--- src/rtl/core/hgcmap_pkg.sv ---
// ============================================================================
// hgcmap_pkg: shared types and constants of the height gradient colormap
// Color stop table, water color and configuration register indexes.
// ============================================================================
package hgcmap_pkg;

   localparam int NUM_CHANNELS = 3;
   localparam int NUM_STOPS    = 5;

   // quotient bits of the per-channel interpolation divider (step <= 255)
   localparam int LERP_STEPS   = 8;

   // channel order: 0 red, 1 green, 2 blue
   typedef logic [0:NUM_CHANNELS-1][7:0] rgb_type;

   localparam rgb_type STOP_COLOR [NUM_STOPS] = '{
      '{8'd0,   8'd102, 8'd0},
      '{8'd154, 8'd205, 8'd50},
      '{8'd251, 8'd236, 8'd93},
      '{8'd212, 8'd175, 8'd55},
      '{8'd166, 8'd60,  8'd20}
   };

   localparam rgb_type WATER_COLOR = '{8'd0, 8'd49, 8'd83};

   localparam int CSR_INDEX_BITS = 2;
   localparam logic [CSR_INDEX_BITS-1:0] CSR_LOWEST  = 2'd0;
   localparam logic [CSR_INDEX_BITS-1:0] CSR_HIGHEST = 2'd1;

endpackage

--- src/rtl/core/height_gradient_colormap_top.sv ---
// ============================================================================
// height_gradient_colormap_top: terrain height to RGB pixel
// Normalizes a height sample into a fraction and interpolates between five
// color stops; flooded samples get the water color.
// ============================================================================
// One sample per clock while req_ready is high. Each transaction accepted
// on req_ passes the input subtract, the normalizing divider, one quotient
// bit per stage, the alpha stage, the stop select, one multiply stage and an
// eight stage divider per color channel before it reaches rsp_. A two entry
// output queue lets the pipeline keep accepting while a result waits;
// req_ready drops only when both entries are full. csr_ is always ready;
// write it only while idle.
module height_gradient_colormap_top #(
   parameter int HEIGHT_BITS   = 16,
   parameter int FRACTION_BITS = 16
) (
   input  logic                                    clock,
   input  logic                                    reset,
   input  logic                                    req_valid,
   output logic                                    req_ready,
   input  logic [HEIGHT_BITS-1:0]                  req_height,
   input  logic                                    req_underwater,
   output logic                                    rsp_valid,
   input  logic                                    rsp_ready,
   output logic [7:0]                              rsp_red,
   output logic [7:0]                              rsp_green,
   output logic [7:0]                              rsp_blue,
   input  logic                                    csr_valid,
   output logic                                    csr_ready,
   input  logic [hgcmap_pkg::CSR_INDEX_BITS-1:0]   csr_index,
   input  logic [HEIGHT_BITS-1:0]                  csr_data
);

   localparam int H  = HEIGHT_BITS;
   localparam int F  = FRACTION_BITS;
   localparam int AW = F + 1;
   localparam int LS = hgcmap_pkg::LERP_STEPS;
   localparam int PW = AW + LS;
   localparam int NC = hgcmap_pkg::NUM_CHANNELS;

   localparam longint FONE = longint'(1) << F;
   localparam longint T1   = (FONE + 5) / 10;
   localparam longint T2   = FONE / 4;
   localparam longint T3   = (FONE * 2 + 2) / 5;
   localparam longint T4   = (FONE * 101 + 50) / 100;

   localparam logic [AW-1:0] THR [4] = '{AW'(0), AW'(T1), AW'(T2), AW'(T3)};
   localparam logic [AW-1:0] DEN [4] = '{AW'(T1), AW'(T2 - T1), AW'(T3 - T2),
                                         AW'(T4 - T3)};

   // stage map
   localparam int NS       = F + 4 + LS + 1;

   // ---------------------------------------------------------------- config
   logic [H-1:0] lowest_ff;
   logic [H-1:0] highest_ff;

   assign csr_ready = 1'b1;

   always_ff @(posedge clock) begin
      if (reset) begin
         lowest_ff  <= '0;
         highest_ff <= '0;
      end else if (csr_valid) begin
         case (csr_index)
            hgcmap_pkg::CSR_LOWEST:  lowest_ff  <= csr_data;
            hgcmap_pkg::CSR_HIGHEST: highest_ff <= csr_data;
            default: ;
         endcase
      end
   end

   // ------------------------------------------------------------ flow control
   logic [NS-1:0] v_ff;
   logic [1:0]    count_ff;
   logic          en;
   logic          push;
   logic          pop;

   assign en        = (count_ff != 2'd2);
   assign req_ready = en;
   assign push      = en && v_ff[NS-1];
   assign pop       = rsp_valid && rsp_ready;

   always_ff @(posedge clock) begin
      if (reset) begin
         v_ff <= '0;
      end else if (en) begin
         v_ff <= {v_ff[NS-2:0], req_valid};
      end
   end

   // ------------------------------------------------------- input / subtract
   logic [H:0] in_diff_ff;
   logic [H:0] in_range_ff;
   logic       in_uw_ff;
   logic [H:0] diff_in;
   logic [H:0] range_in;

   assign diff_in  = {req_height[H-1], req_height} - {lowest_ff[H-1], lowest_ff};
   assign range_in = {highest_ff[H-1], highest_ff} - {lowest_ff[H-1], lowest_ff};

   always_ff @(posedge clock) begin
      if (en) begin
         in_diff_ff  <= diff_in;
         in_range_ff <= range_in;
         in_uw_ff    <= req_underwater;
      end
   end

   // ------------------------------------------------- normalizing divider
   logic [H-1:0] dv_rem_ff   [0:F];
   logic [H-1:0] dv_range_ff [0:F];
   logic [F-1:0] dv_quot_ff  [0:F];
   logic [F:0]   dv_zero_ff;
   logic [F:0]   dv_sat_ff;
   logic [F:0]   dv_uw_ff;
   logic         zero_in;
   logic         sat_in;

   // height at or below lowest, or an empty range, gives fraction zero
   assign zero_in = in_range_ff[H] || (in_range_ff == '0) ||
                    in_diff_ff[H] || (in_diff_ff == '0);
   assign sat_in  = $signed(in_diff_ff) >= $signed(in_range_ff);

   always_ff @(posedge clock) begin
      if (en) begin
         dv_rem_ff[0]   <= in_diff_ff[H-1:0];
         dv_range_ff[0] <= in_range_ff[H-1:0];
         dv_quot_ff[0]  <= '0;
         dv_zero_ff[0]  <= zero_in;
         dv_sat_ff[0]   <= sat_in;
         dv_uw_ff[0]    <= in_uw_ff;
      end
   end

   for (genvar j = 1; j <= F; j++) begin : g_dv
      logic [H:0]   twice;
      logic         take;
      logic [H-1:0] rem_in;
      logic [F-1:0] quot_in;

      always_comb begin
         twice   = {dv_rem_ff[j-1], 1'b0};
         take    = twice >= {1'b0, dv_range_ff[j-1]};
         rem_in  = take ? H'(twice - {1'b0, dv_range_ff[j-1]}) : twice[H-1:0];
         quot_in = {dv_quot_ff[j-1][F-2:0], take};
      end

      always_ff @(posedge clock) begin
         if (en) begin
            dv_rem_ff[j]   <= rem_in;
            dv_range_ff[j] <= dv_range_ff[j-1];
            dv_quot_ff[j]  <= quot_in;
            dv_zero_ff[j]  <= dv_zero_ff[j-1];
            dv_sat_ff[j]   <= dv_sat_ff[j-1];
            dv_uw_ff[j]    <= dv_uw_ff[j-1];
         end
      end
   end

   // ------------------------------------------------------------------ alpha
   logic [AW-1:0] al_alpha_ff;
   logic          al_uw_ff;
   logic [AW-1:0] alpha_in;

   assign alpha_in = dv_zero_ff[F] ? '0 :
                     dv_sat_ff[F]  ? AW'(FONE) : {1'b0, dv_quot_ff[F]};

   always_ff @(posedge clock) begin
      if (en) begin
         al_alpha_ff <= alpha_in;
         al_uw_ff    <= dv_uw_ff[F];
      end
   end

   // ----------------------------------------------------------- stop select
   logic [1:0]    sg_seg_ff;
   logic [AW-1:0] sg_num_ff;
   logic          sg_uw_ff;
   logic [1:0]    seg_in;
   logic [AW-1:0] num_in;

   always_comb begin
      if (al_alpha_ff <= THR[1]) begin
         seg_in = 2'd0;
      end else if (al_alpha_ff <= THR[2]) begin
         seg_in = 2'd1;
      end else if (al_alpha_ff <= THR[3]) begin
         seg_in = 2'd2;
      end else begin
         seg_in = 2'd3;
      end
      num_in = al_alpha_ff - THR[seg_in];
   end

   always_ff @(posedge clock) begin
      if (en) begin
         sg_seg_ff <= seg_in;
         sg_num_ff <= num_in;
         sg_uw_ff  <= al_uw_ff;
      end
   end

   // ------------------------------------------- multiply and channel divider
   logic [PW-1:0]            ld_rem_ff  [0:LS][0:NC-1];
   logic [LS-1:0]            ld_quot_ff [0:LS][0:NC-1];
   hgcmap_pkg::rgb_type      ld_from_ff [0:LS];
   logic [NC-1:0]            ld_down_ff [0:LS];
   logic [AW-1:0]            ld_den_ff  [0:LS];
   logic [LS:0]              ld_uw_ff;
   hgcmap_pkg::rgb_type      from_in;
   hgcmap_pkg::rgb_type      to_in;

   assign from_in = hgcmap_pkg::STOP_COLOR[{1'b0, sg_seg_ff}];
   assign to_in   = hgcmap_pkg::STOP_COLOR[{1'b0, sg_seg_ff} + 3'd1];

   always_ff @(posedge clock) begin
      if (en) begin
         ld_from_ff[0] <= from_in;
         ld_den_ff[0]  <= DEN[sg_seg_ff];
         ld_uw_ff[0]   <= sg_uw_ff;
      end
   end

   for (genvar c = 0; c < NC; c++) begin : g_mul
      logic          down_in;
      logic [7:0]    delta_in;
      logic [PW-1:0] prod_in;

      always_comb begin
         down_in  = to_in[c] < from_in[c];
         delta_in = down_in ? from_in[c] - to_in[c] : to_in[c] - from_in[c];
         prod_in  = PW'(delta_in) * PW'(sg_num_ff);
      end

      always_ff @(posedge clock) begin
         if (en) begin
            ld_rem_ff[0][c]  <= prod_in;
            ld_quot_ff[0][c] <= '0;
            ld_down_ff[0][c] <= down_in;
         end
      end
   end

   for (genvar j = 1; j <= LS; j++) begin : g_ld
      logic [PW-1:0] shifted;

      assign shifted = PW'(ld_den_ff[j-1]) << (LS - j);

      always_ff @(posedge clock) begin
         if (en) begin
            ld_from_ff[j] <= ld_from_ff[j-1];
            ld_down_ff[j] <= ld_down_ff[j-1];
            ld_den_ff[j]  <= ld_den_ff[j-1];
            ld_uw_ff[j]   <= ld_uw_ff[j-1];
         end
      end

      for (genvar c = 0; c < NC; c++) begin : g_ch
         logic          take;
         logic [PW-1:0] rem_in;
         logic [LS-1:0] quot_in;

         always_comb begin
            take    = ld_rem_ff[j-1][c] >= shifted;
            rem_in  = take ? ld_rem_ff[j-1][c] - shifted : ld_rem_ff[j-1][c];
            quot_in = {ld_quot_ff[j-1][c][LS-2:0], take};
         end

         always_ff @(posedge clock) begin
            if (en) begin
               ld_rem_ff[j][c]  <= rem_in;
               ld_quot_ff[j][c] <= quot_in;
            end
         end
      end
   end

   // ------------------------------------------------------------ final color
   hgcmap_pkg::rgb_type lerp_color;
   hgcmap_pkg::rgb_type out_color;
   logic [NC-1:0]       ch_ovf;
   logic                lerp_ovf;

   for (genvar c = 0; c < NC; c++) begin : g_fin
      logic [7:0] step;

      // falling channels round the step up so the value truncates toward zero
      always_comb begin
         step = ld_quot_ff[LS][c] +
                8'(ld_down_ff[LS][c] && (ld_rem_ff[LS][c] != '0));
         lerp_color[c] = ld_down_ff[LS][c] ? ld_from_ff[LS][c] - step
                                           : ld_from_ff[LS][c] + step;
         ch_ovf[c] = ld_down_ff[LS][c] ? (step > ld_from_ff[LS][c])
                     : ({1'b0, ld_from_ff[LS][c]} + {1'b0, step} > 9'd255);
      end
   end

   assign lerp_ovf  = |ch_ovf;
   assign out_color = ld_uw_ff[LS] ? hgcmap_pkg::WATER_COLOR : lerp_color;

   // ----------------------------------------------------------- output queue
   hgcmap_pkg::rgb_type buf_ff [2];
   logic                wr_ptr_ff;
   logic                rd_ptr_ff;

   always_ff @(posedge clock) begin
      if (reset) begin
         wr_ptr_ff <= 1'b0;
         rd_ptr_ff <= 1'b0;
         count_ff  <= 2'd0;
      end else begin
         if (push) wr_ptr_ff <= ~wr_ptr_ff;
         if (pop)  rd_ptr_ff <= ~rd_ptr_ff;
         count_ff <= count_ff + 2'(push) - 2'(pop);
      end
   end

   always_ff @(posedge clock) begin
      if (push) begin
         buf_ff[wr_ptr_ff] <= out_color;
      end
   end

   assign rsp_valid = (count_ff != 2'd0);
   assign rsp_red   = buf_ff[rd_ptr_ff][0];
   assign rsp_green = buf_ff[rd_ptr_ff][1];
   assign rsp_blue  = buf_ff[rd_ptr_ff][2];

   // ------------------------------------------------------------- assertions
   a_queue_bound: assert property (@(posedge clock) disable iff (reset)
      count_ff != 2'd3)
      else $error("output queue count out of range");

   a_no_push_full: assert property (@(posedge clock) disable iff (reset)
      (count_ff == 2'd2) |-> !push)
      else $error("result pushed into a full output queue");

   a_accept_enters: assert property (@(posedge clock) disable iff (reset)
      (req_valid && req_ready) |=> v_ff[0])
      else $error("accepted transaction did not enter the pipeline");

   a_stall_holds: assert property (@(posedge clock) disable iff (reset)
      !en |=> $stable(v_ff))
      else $error("pipeline moved while stalled");

   a_lerp_range: assert property (@(posedge clock) disable iff (reset)
      (v_ff[NS-1] && !ld_uw_ff[LS]) |-> !lerp_ovf)
      else $error("interpolated channel left the stop range");

endmodule

--- config.mk ---
export PLATFORM = sky130hd
export DESIGN_NAME = height_gradient_colormap_top
export DESIGN_NICKNAME = d
export VERILOG_FILES = /design/src/rtl/core/hgcmap_pkg.sv /design/src/rtl/core/height_gradient_colormap_top.sv
export SDC_FILE = /design/constraint.sdc
export NUM_CORES = 2
export LEC_CHECK = 0
export ABC_AREA = 1
export ABC_CLOCK_PERIOD_IN_PS = 68200
export BUFFER_PORTS_ARGS = -buffer_cell sky130_fd_sc_hd__buf_4
export CAP_MARGIN = 10
export CORE_UTILIZATION = 58
export DETAILED_ROUTE_END_ITERATION = 8
export GPL_TIMING_DRIVEN = 0
export PLACE_DENSITY = 0.8
export REMOVE_ABC_BUFFERS = 1
export SYNTH_ARGS = -nofsm -noshare
export SYNTH_HDL_FRONTEND = slang
export SYNTH_SLANG_ARGS = --single-unit
--- constraint.sdc ---
create_clock -name clock -period 68.2 [get_ports clock]
set_input_delay 13.64 -clock clock [delete_from_list [all_inputs] [get_ports clock]]
set_output_delay 13.64 -clock clock [all_outputs]
set_load 0.01 [all_outputs]
; ---- After elaboration in Yosys (flattened, before gate mapping)
; Memory sizes are Yosys's and may differ from the RTL's. A register that Yosys moved wholly into a read port is not among the register bits.
; Index checks and enable logic that the tools add are counted.
[op_classes]
addsub = 61
n_mul = 3
n_lt_le_gt_ge = 51
eq_ne = 2
muxes = 67
n_bitwise = 6
reduce_logical = 18
[op_table]
columns = operator, n
row1 = 2-to-1 mux 25 bit, 24
row2 = greater-or-equal comparator 17 x 16 -> 1 bit, 16
row3 = 2-to-1 mux 16 bit, 16
row4 = subtractor 16 bit, 16
row5 = 2-to-1 mux 24 bit, 5
row6 = 2-to-1 mux 17 bit, 5
row7 = greater-or-equal comparator 25 x 17 -> 1 bit, 3
row8 = greater-or-equal comparator 25 x 18 -> 1 bit, 3
row9 = greater-or-equal comparator 25 x 19 -> 1 bit, 3
row10 = greater-or-equal comparator 25 x 20 -> 1 bit, 3
row11 = greater-or-equal comparator 25 x 21 -> 1 bit, 3
row12 = greater-or-equal comparator 25 x 22 -> 1 bit, 3
row13 = greater-or-equal comparator 25 x 23 -> 1 bit, 3
row14 = greater-or-equal comparator 25 x 24 -> 1 bit, 3
row15 = multiplier 8 x 17 -> 25 bit, 3
row16 = nonzero test 25 bit, 3
row17 = subtractor 25 x 17 -> 25 bit, 3
row18 = subtractor 25 x 18 -> 25 bit, 3
row19 = subtractor 25 x 19 -> 25 bit, 3
row20 = subtractor 25 x 20 -> 25 bit, 3
row21 = subtractor 25 x 21 -> 25 bit, 3
row22 = subtractor 25 x 22 -> 25 bit, 3
row23 = subtractor 25 x 23 -> 25 bit, 3
row24 = subtractor 25 x 24 -> 25 bit, 3
row25 = other kinds (31), 72
[totals]
reg_bits = 198
mem_bits_rw = 2151
romBits = 384
input_bits = 40
output_inout_bits = 27
wordCells = 294
n_memories = 11
[mem_list]
columns = memory, depth, width, rd, rd_ports_with_merged_regs, write_ports, line
row1 = ld_rem_ff, 9, 75, 9, 0, 9, height_gradient_colormap_top.sv:206  ; logic [PW-1:0] ld_rem_ff [0:LS][0:NC-1];
row2 = dv_quot_ff, 17, 16, 17, 0, 17, height_gradient_colormap_top.sv:114  ; logic [F-1:0] dv_quot_ff [0:F];
row3 = dv_range_ff, 17, 16, 16, 0, 17, height_gradient_colormap_top.sv:113  ; logic [H-1:0] dv_range_ff [0:F];
row4 = dv_rem_ff, 17, 16, 16, 0, 17, height_gradient_colormap_top.sv:112  ; logic [H-1:0] dv_rem_ff [0:F];
row5 = ld_from_ff, 9, 24, 9, 0, 9, height_gradient_colormap_top.sv:208  ; hgcmap_pkg::rgb_type ld_from_ff [0:LS];
row6 = ld_quot_ff, 9, 24, 9, 0, 9, height_gradient_colormap_top.sv:207  ; logic [LS-1:0] ld_quot_ff [0:LS][0:NC-1];
row7 = +5 memories, --, --, --, --, --, --

; ---- Logic depth before layout (Yosys ltp)
[logic_depth]
depth_word = 9
mapped_depth = 27

; ---- Worst setup path before layout
; Ideal clock, no wire load.
[synth_path]
path_type = register -> output
from = register count_ff[1]
to = output req_ready
arrival_ns = 45.917
required_time_ns = 54.560
path_slack_ns = 8.643
path_stages_with_launch = 5
n_path_buf = 1
cell_sequence = dfxtp_1 inv_1 nor2_1 inv_1 clkbuf_1
[synth_via]
elab_chain_cells = 1
[synth_rtl]
columns = item, line
row1 = from (decl), height_gradient_colormap_top.sv:75  ; logic [1:0] count_ff;
row2 = from (signal assigned), height_gradient_colormap_top.sv:316  ; count_ff <= count_ff + 2'(push) - 2'(pop);
row3 = != test 2 bit, height_gradient_colormap_top.sv:80  ; assign en = (count_ff != 2'd2);
row4 = to (decl), height_gradient_colormap_top.sv:20  ; output logic req_ready,
; No other way between the ends.

; ---- Final worst setup path
; Ends and elaborated chain as after synthesis.

==> results.md <==
- Status: finished, final reports clean
- Die X: 453 um
- Wl on met1: 110000 um
- Die height: 453 um
- Setup TNS: 0 ps
- Fill cell count: 16400
- Vias in the first global route: 85200
- Cells after synthesis: 13100
- PostCTS Resize Cnt: 0
- Max FO, Critical Path: 145
- WL final: 261000 um
- Number of placed I/O pins: 67
- Seq cells post-synth: 1794
- Fin crit share: 0.293
- 1st-iter DRT viols: 7411
- Top_reg_cell synth: edfxtp_1
- Worst Setup End Kind: primary output
- IO Port Bufs: 65
- WL/cell: 16.3 um
- Required @ worst endpoint: 54560 ps
- Register area share after synthesis: 0.451
- Hold_sp: ld_from_ff[0][93]
- CTS tree: yes
- Vias per std cell: 5.51
- Final WS setup: 48230 ps
- Nets: 14400
- Max Freq: 50.1 MHz
- Worst Path Arrival: 6330 ps
- Cells on Worst Hold Path: 0
- Maximum number of pins on one net before global-route repair: 146
- Core area: 0.202 sq mm
- Global-route wire length before repair: 421000 um
- Uppermost layer routed: met5
- Total of warnings raised by yosys: 0
- WHS Endpoint: ld_from_ff[0][117]
- Final Hold Viols: 0
- Total Routing Usage GR: 0.252
- Post-CTS Setup Bufs: 0
- Asr flop ratio synth: 0
- Dpl ws: 49000 ps
- CTS clk-pin slew, worst paths: 60 ps
- Slew headroom: 0.178
- Full die area: 0.205 sq mm
- Final setup violation count: 0
- Worst R2R Path Depth: 23
- Initial core utilization: 0.583
- Number of max-cap violations: 0
- Detailed Place HPWL: 202000 um
- Clock Root Buffer: clkbuf_16
- R2R Setup Slk: 60070 ps
- Finished Core Util: 0.630
- Vias: 88300
- Cell Rows: 165
- Commonest non-fill, non-tap cell in the layout: nand2_1
- Final max-slew violation count: 0
- Clk_skew: 41.8 ps
- Area growth syn-to-layout: 7.99%
- First-pass DRT Iterations: 5
- GPL Wtd Cong: 0.975
- CTS Buffer Depth: 3
- Syn Std Cell Area: 0.118 sq mm
- RR Endpoint: ld_rem_ff[0][19]
- Hold_buf cts: 0
- Cell area after layout: 0.127 sq mm
- # H-tree levels: 4
- Post-DRT Antenna Nets: 0
- Commonest non-fill, non-tap cells in the layout: nand2_1 (3143), inv_1 (1778), edfxtp_1 (1728)
- Min cycle time layout: 19970 ps
- Worst Setup Start Kind: register
- Worst-Margin Slew: 1230 ps
- Total grt overflow: 0
- Worst R2R Start: sg_seg_ff[0]
- Mean post-synth cell area: 8.99 sq um
- Clock sinks: 1794
- Initial antenna violation count: 4
- CP Class: register to primary output
- WL met3: 15300 um
- Placed inst area: 0.121 sq mm
- Post-synth EDFFs: 1728
- RSZ-0062 raised after global routing: no
- HP Class: register to register
- Share of layout cells above drive strength 1: 0.0453
- Drt drc: 0
- Clock latency on the worst-skew pair: 850 ps
- Met2 routed WL: 125000 um
- Total CTS buffers: 185
- Unique masters post-synth: 72
-- registers in the layout (all words and copies together) (netlist names), 17 cells and up, named ones only --
| signal | cells |
|---|---|
| al_alpha_ff | 17 |
| in_diff_ff | 17 |
| dv_rem_ff | 256 |
| dv_range_ff | 256 |
| dv_zero_ff | 17 |
| dv_sat_ff | 17 |
| ld_den_ff | 48 |
| sg_num_ff | 17 |
| ld_rem_ff | 675 |
| ld_down_ff | 27 |
| v_ff | 29 |
| dv_uw_ff | 17 |
| buf_ff | 48 |
| dv_quot_ff | 136 |
| ld_from_ff | 41 |
| in_range_ff | 17 |
| ld_quot_ff | 108 |
-- through the flow --
step                std cells  hold slack [ps]
global route            16000              394
CTS                     16000              373
global placement        15700              401
finish                  16000              387
floorplan               12900              400
detailed placement      15700              405
-- worst max-delay path, cell delays in order, from the launching register on --
cell,delay [ps]
dfxtp_1,330
inv_1,70
nor2_2,120
buf_8,190
inv_8,480
buf_16,450
buf_16,480
buf_16,520
buf_16,470
buf_16,480
buf_16,520
buf_16,430
buf_4,220
-- logic make-up (layout without fill, tap and decap cells) --
group                      Yosys count  after routing  share of synthesized area
other                                1              2                  0.0000318
and+or+nand+nor                   5369           5369                      0.191
buffers and inverters             2008           2238                     0.0677
DFF                               1794           1794                      0.451
xor gates and xnor gates           639            639                     0.0475
adders and majority gates         1165           1165                      0.144
muxes                               24             24                    0.00229
AOI/OAI and AO/OA                 2113           2113                     0.0968
-- Yosys cell counts, types with 65 or more instances --
library cell | number | area share
nand2_1 | 3143 | 0.10
nor3_1 | 164 | 0.0070
nand4_1 | 149 | 0.0079
fa_1 | 315 | 0.054
edfxtp_1 | 1728 | 0.44
buf_2 | 78 | 0.0033
nor4_1 | 67 | 0.0036
nand3_1 | 558 | 0.024
xor2_1 | 327 | 0.024
ha_1 | 850 | 0.090
dfxtp_1 | 66 | 0.011
a21oi_1 | 933 | 0.040
nand3b_1 | 65 | 0.0041
inv_1 | 1779 | 0.057
nor2_1 | 1056 | 0.034
o21ai_0 | 711 | 0.030
xnor2_1 | 312 | 0.023
o21ai_1 | 172 | 0.0073
-- routing by layer --
metal | up-vias | global-route usage
met4 | 2 | 0.104
met1 | 40700 | 0.324
met3 | 663 | 0.0345
met5 | - | 0
li1 | 44200 | -
met2 | 2725 | 0.430
-- area by class of cell --
cell class	count	area (sq um)	share of cell area
flip-flops and latches	1794	53200	0.418
inverters	1813	6810	0.0535
diodes	1	2.50	0.0000197
clock buffers	215	4790	0.0377
repair buffers	83	917	0.00721
well taps	2672	3340	0.0263
clock inverters	127	1510	0.0118
multi-input cells	9311	56700	0.445
-- how the worst max path moves through the flow --
stage	from	to	slack (ps)	depth (start not counted)
detailed placement	count_ff[1]	req_ready	49000	12
global placement	count_ff[1]	req_ready	7420	4
floorplan	count_ff[1]	req_ready	21130	3
global route	count_ff[1]	req_ready	47730	12
CTS	count_ff[1]	req_ready	48100	12
finish	count_ff[1]	req_ready	48230	12
Power is left out: the tool's default activity adds up to more than one toggle a clock period on the data nets, which glitch-free logic cannot reach.
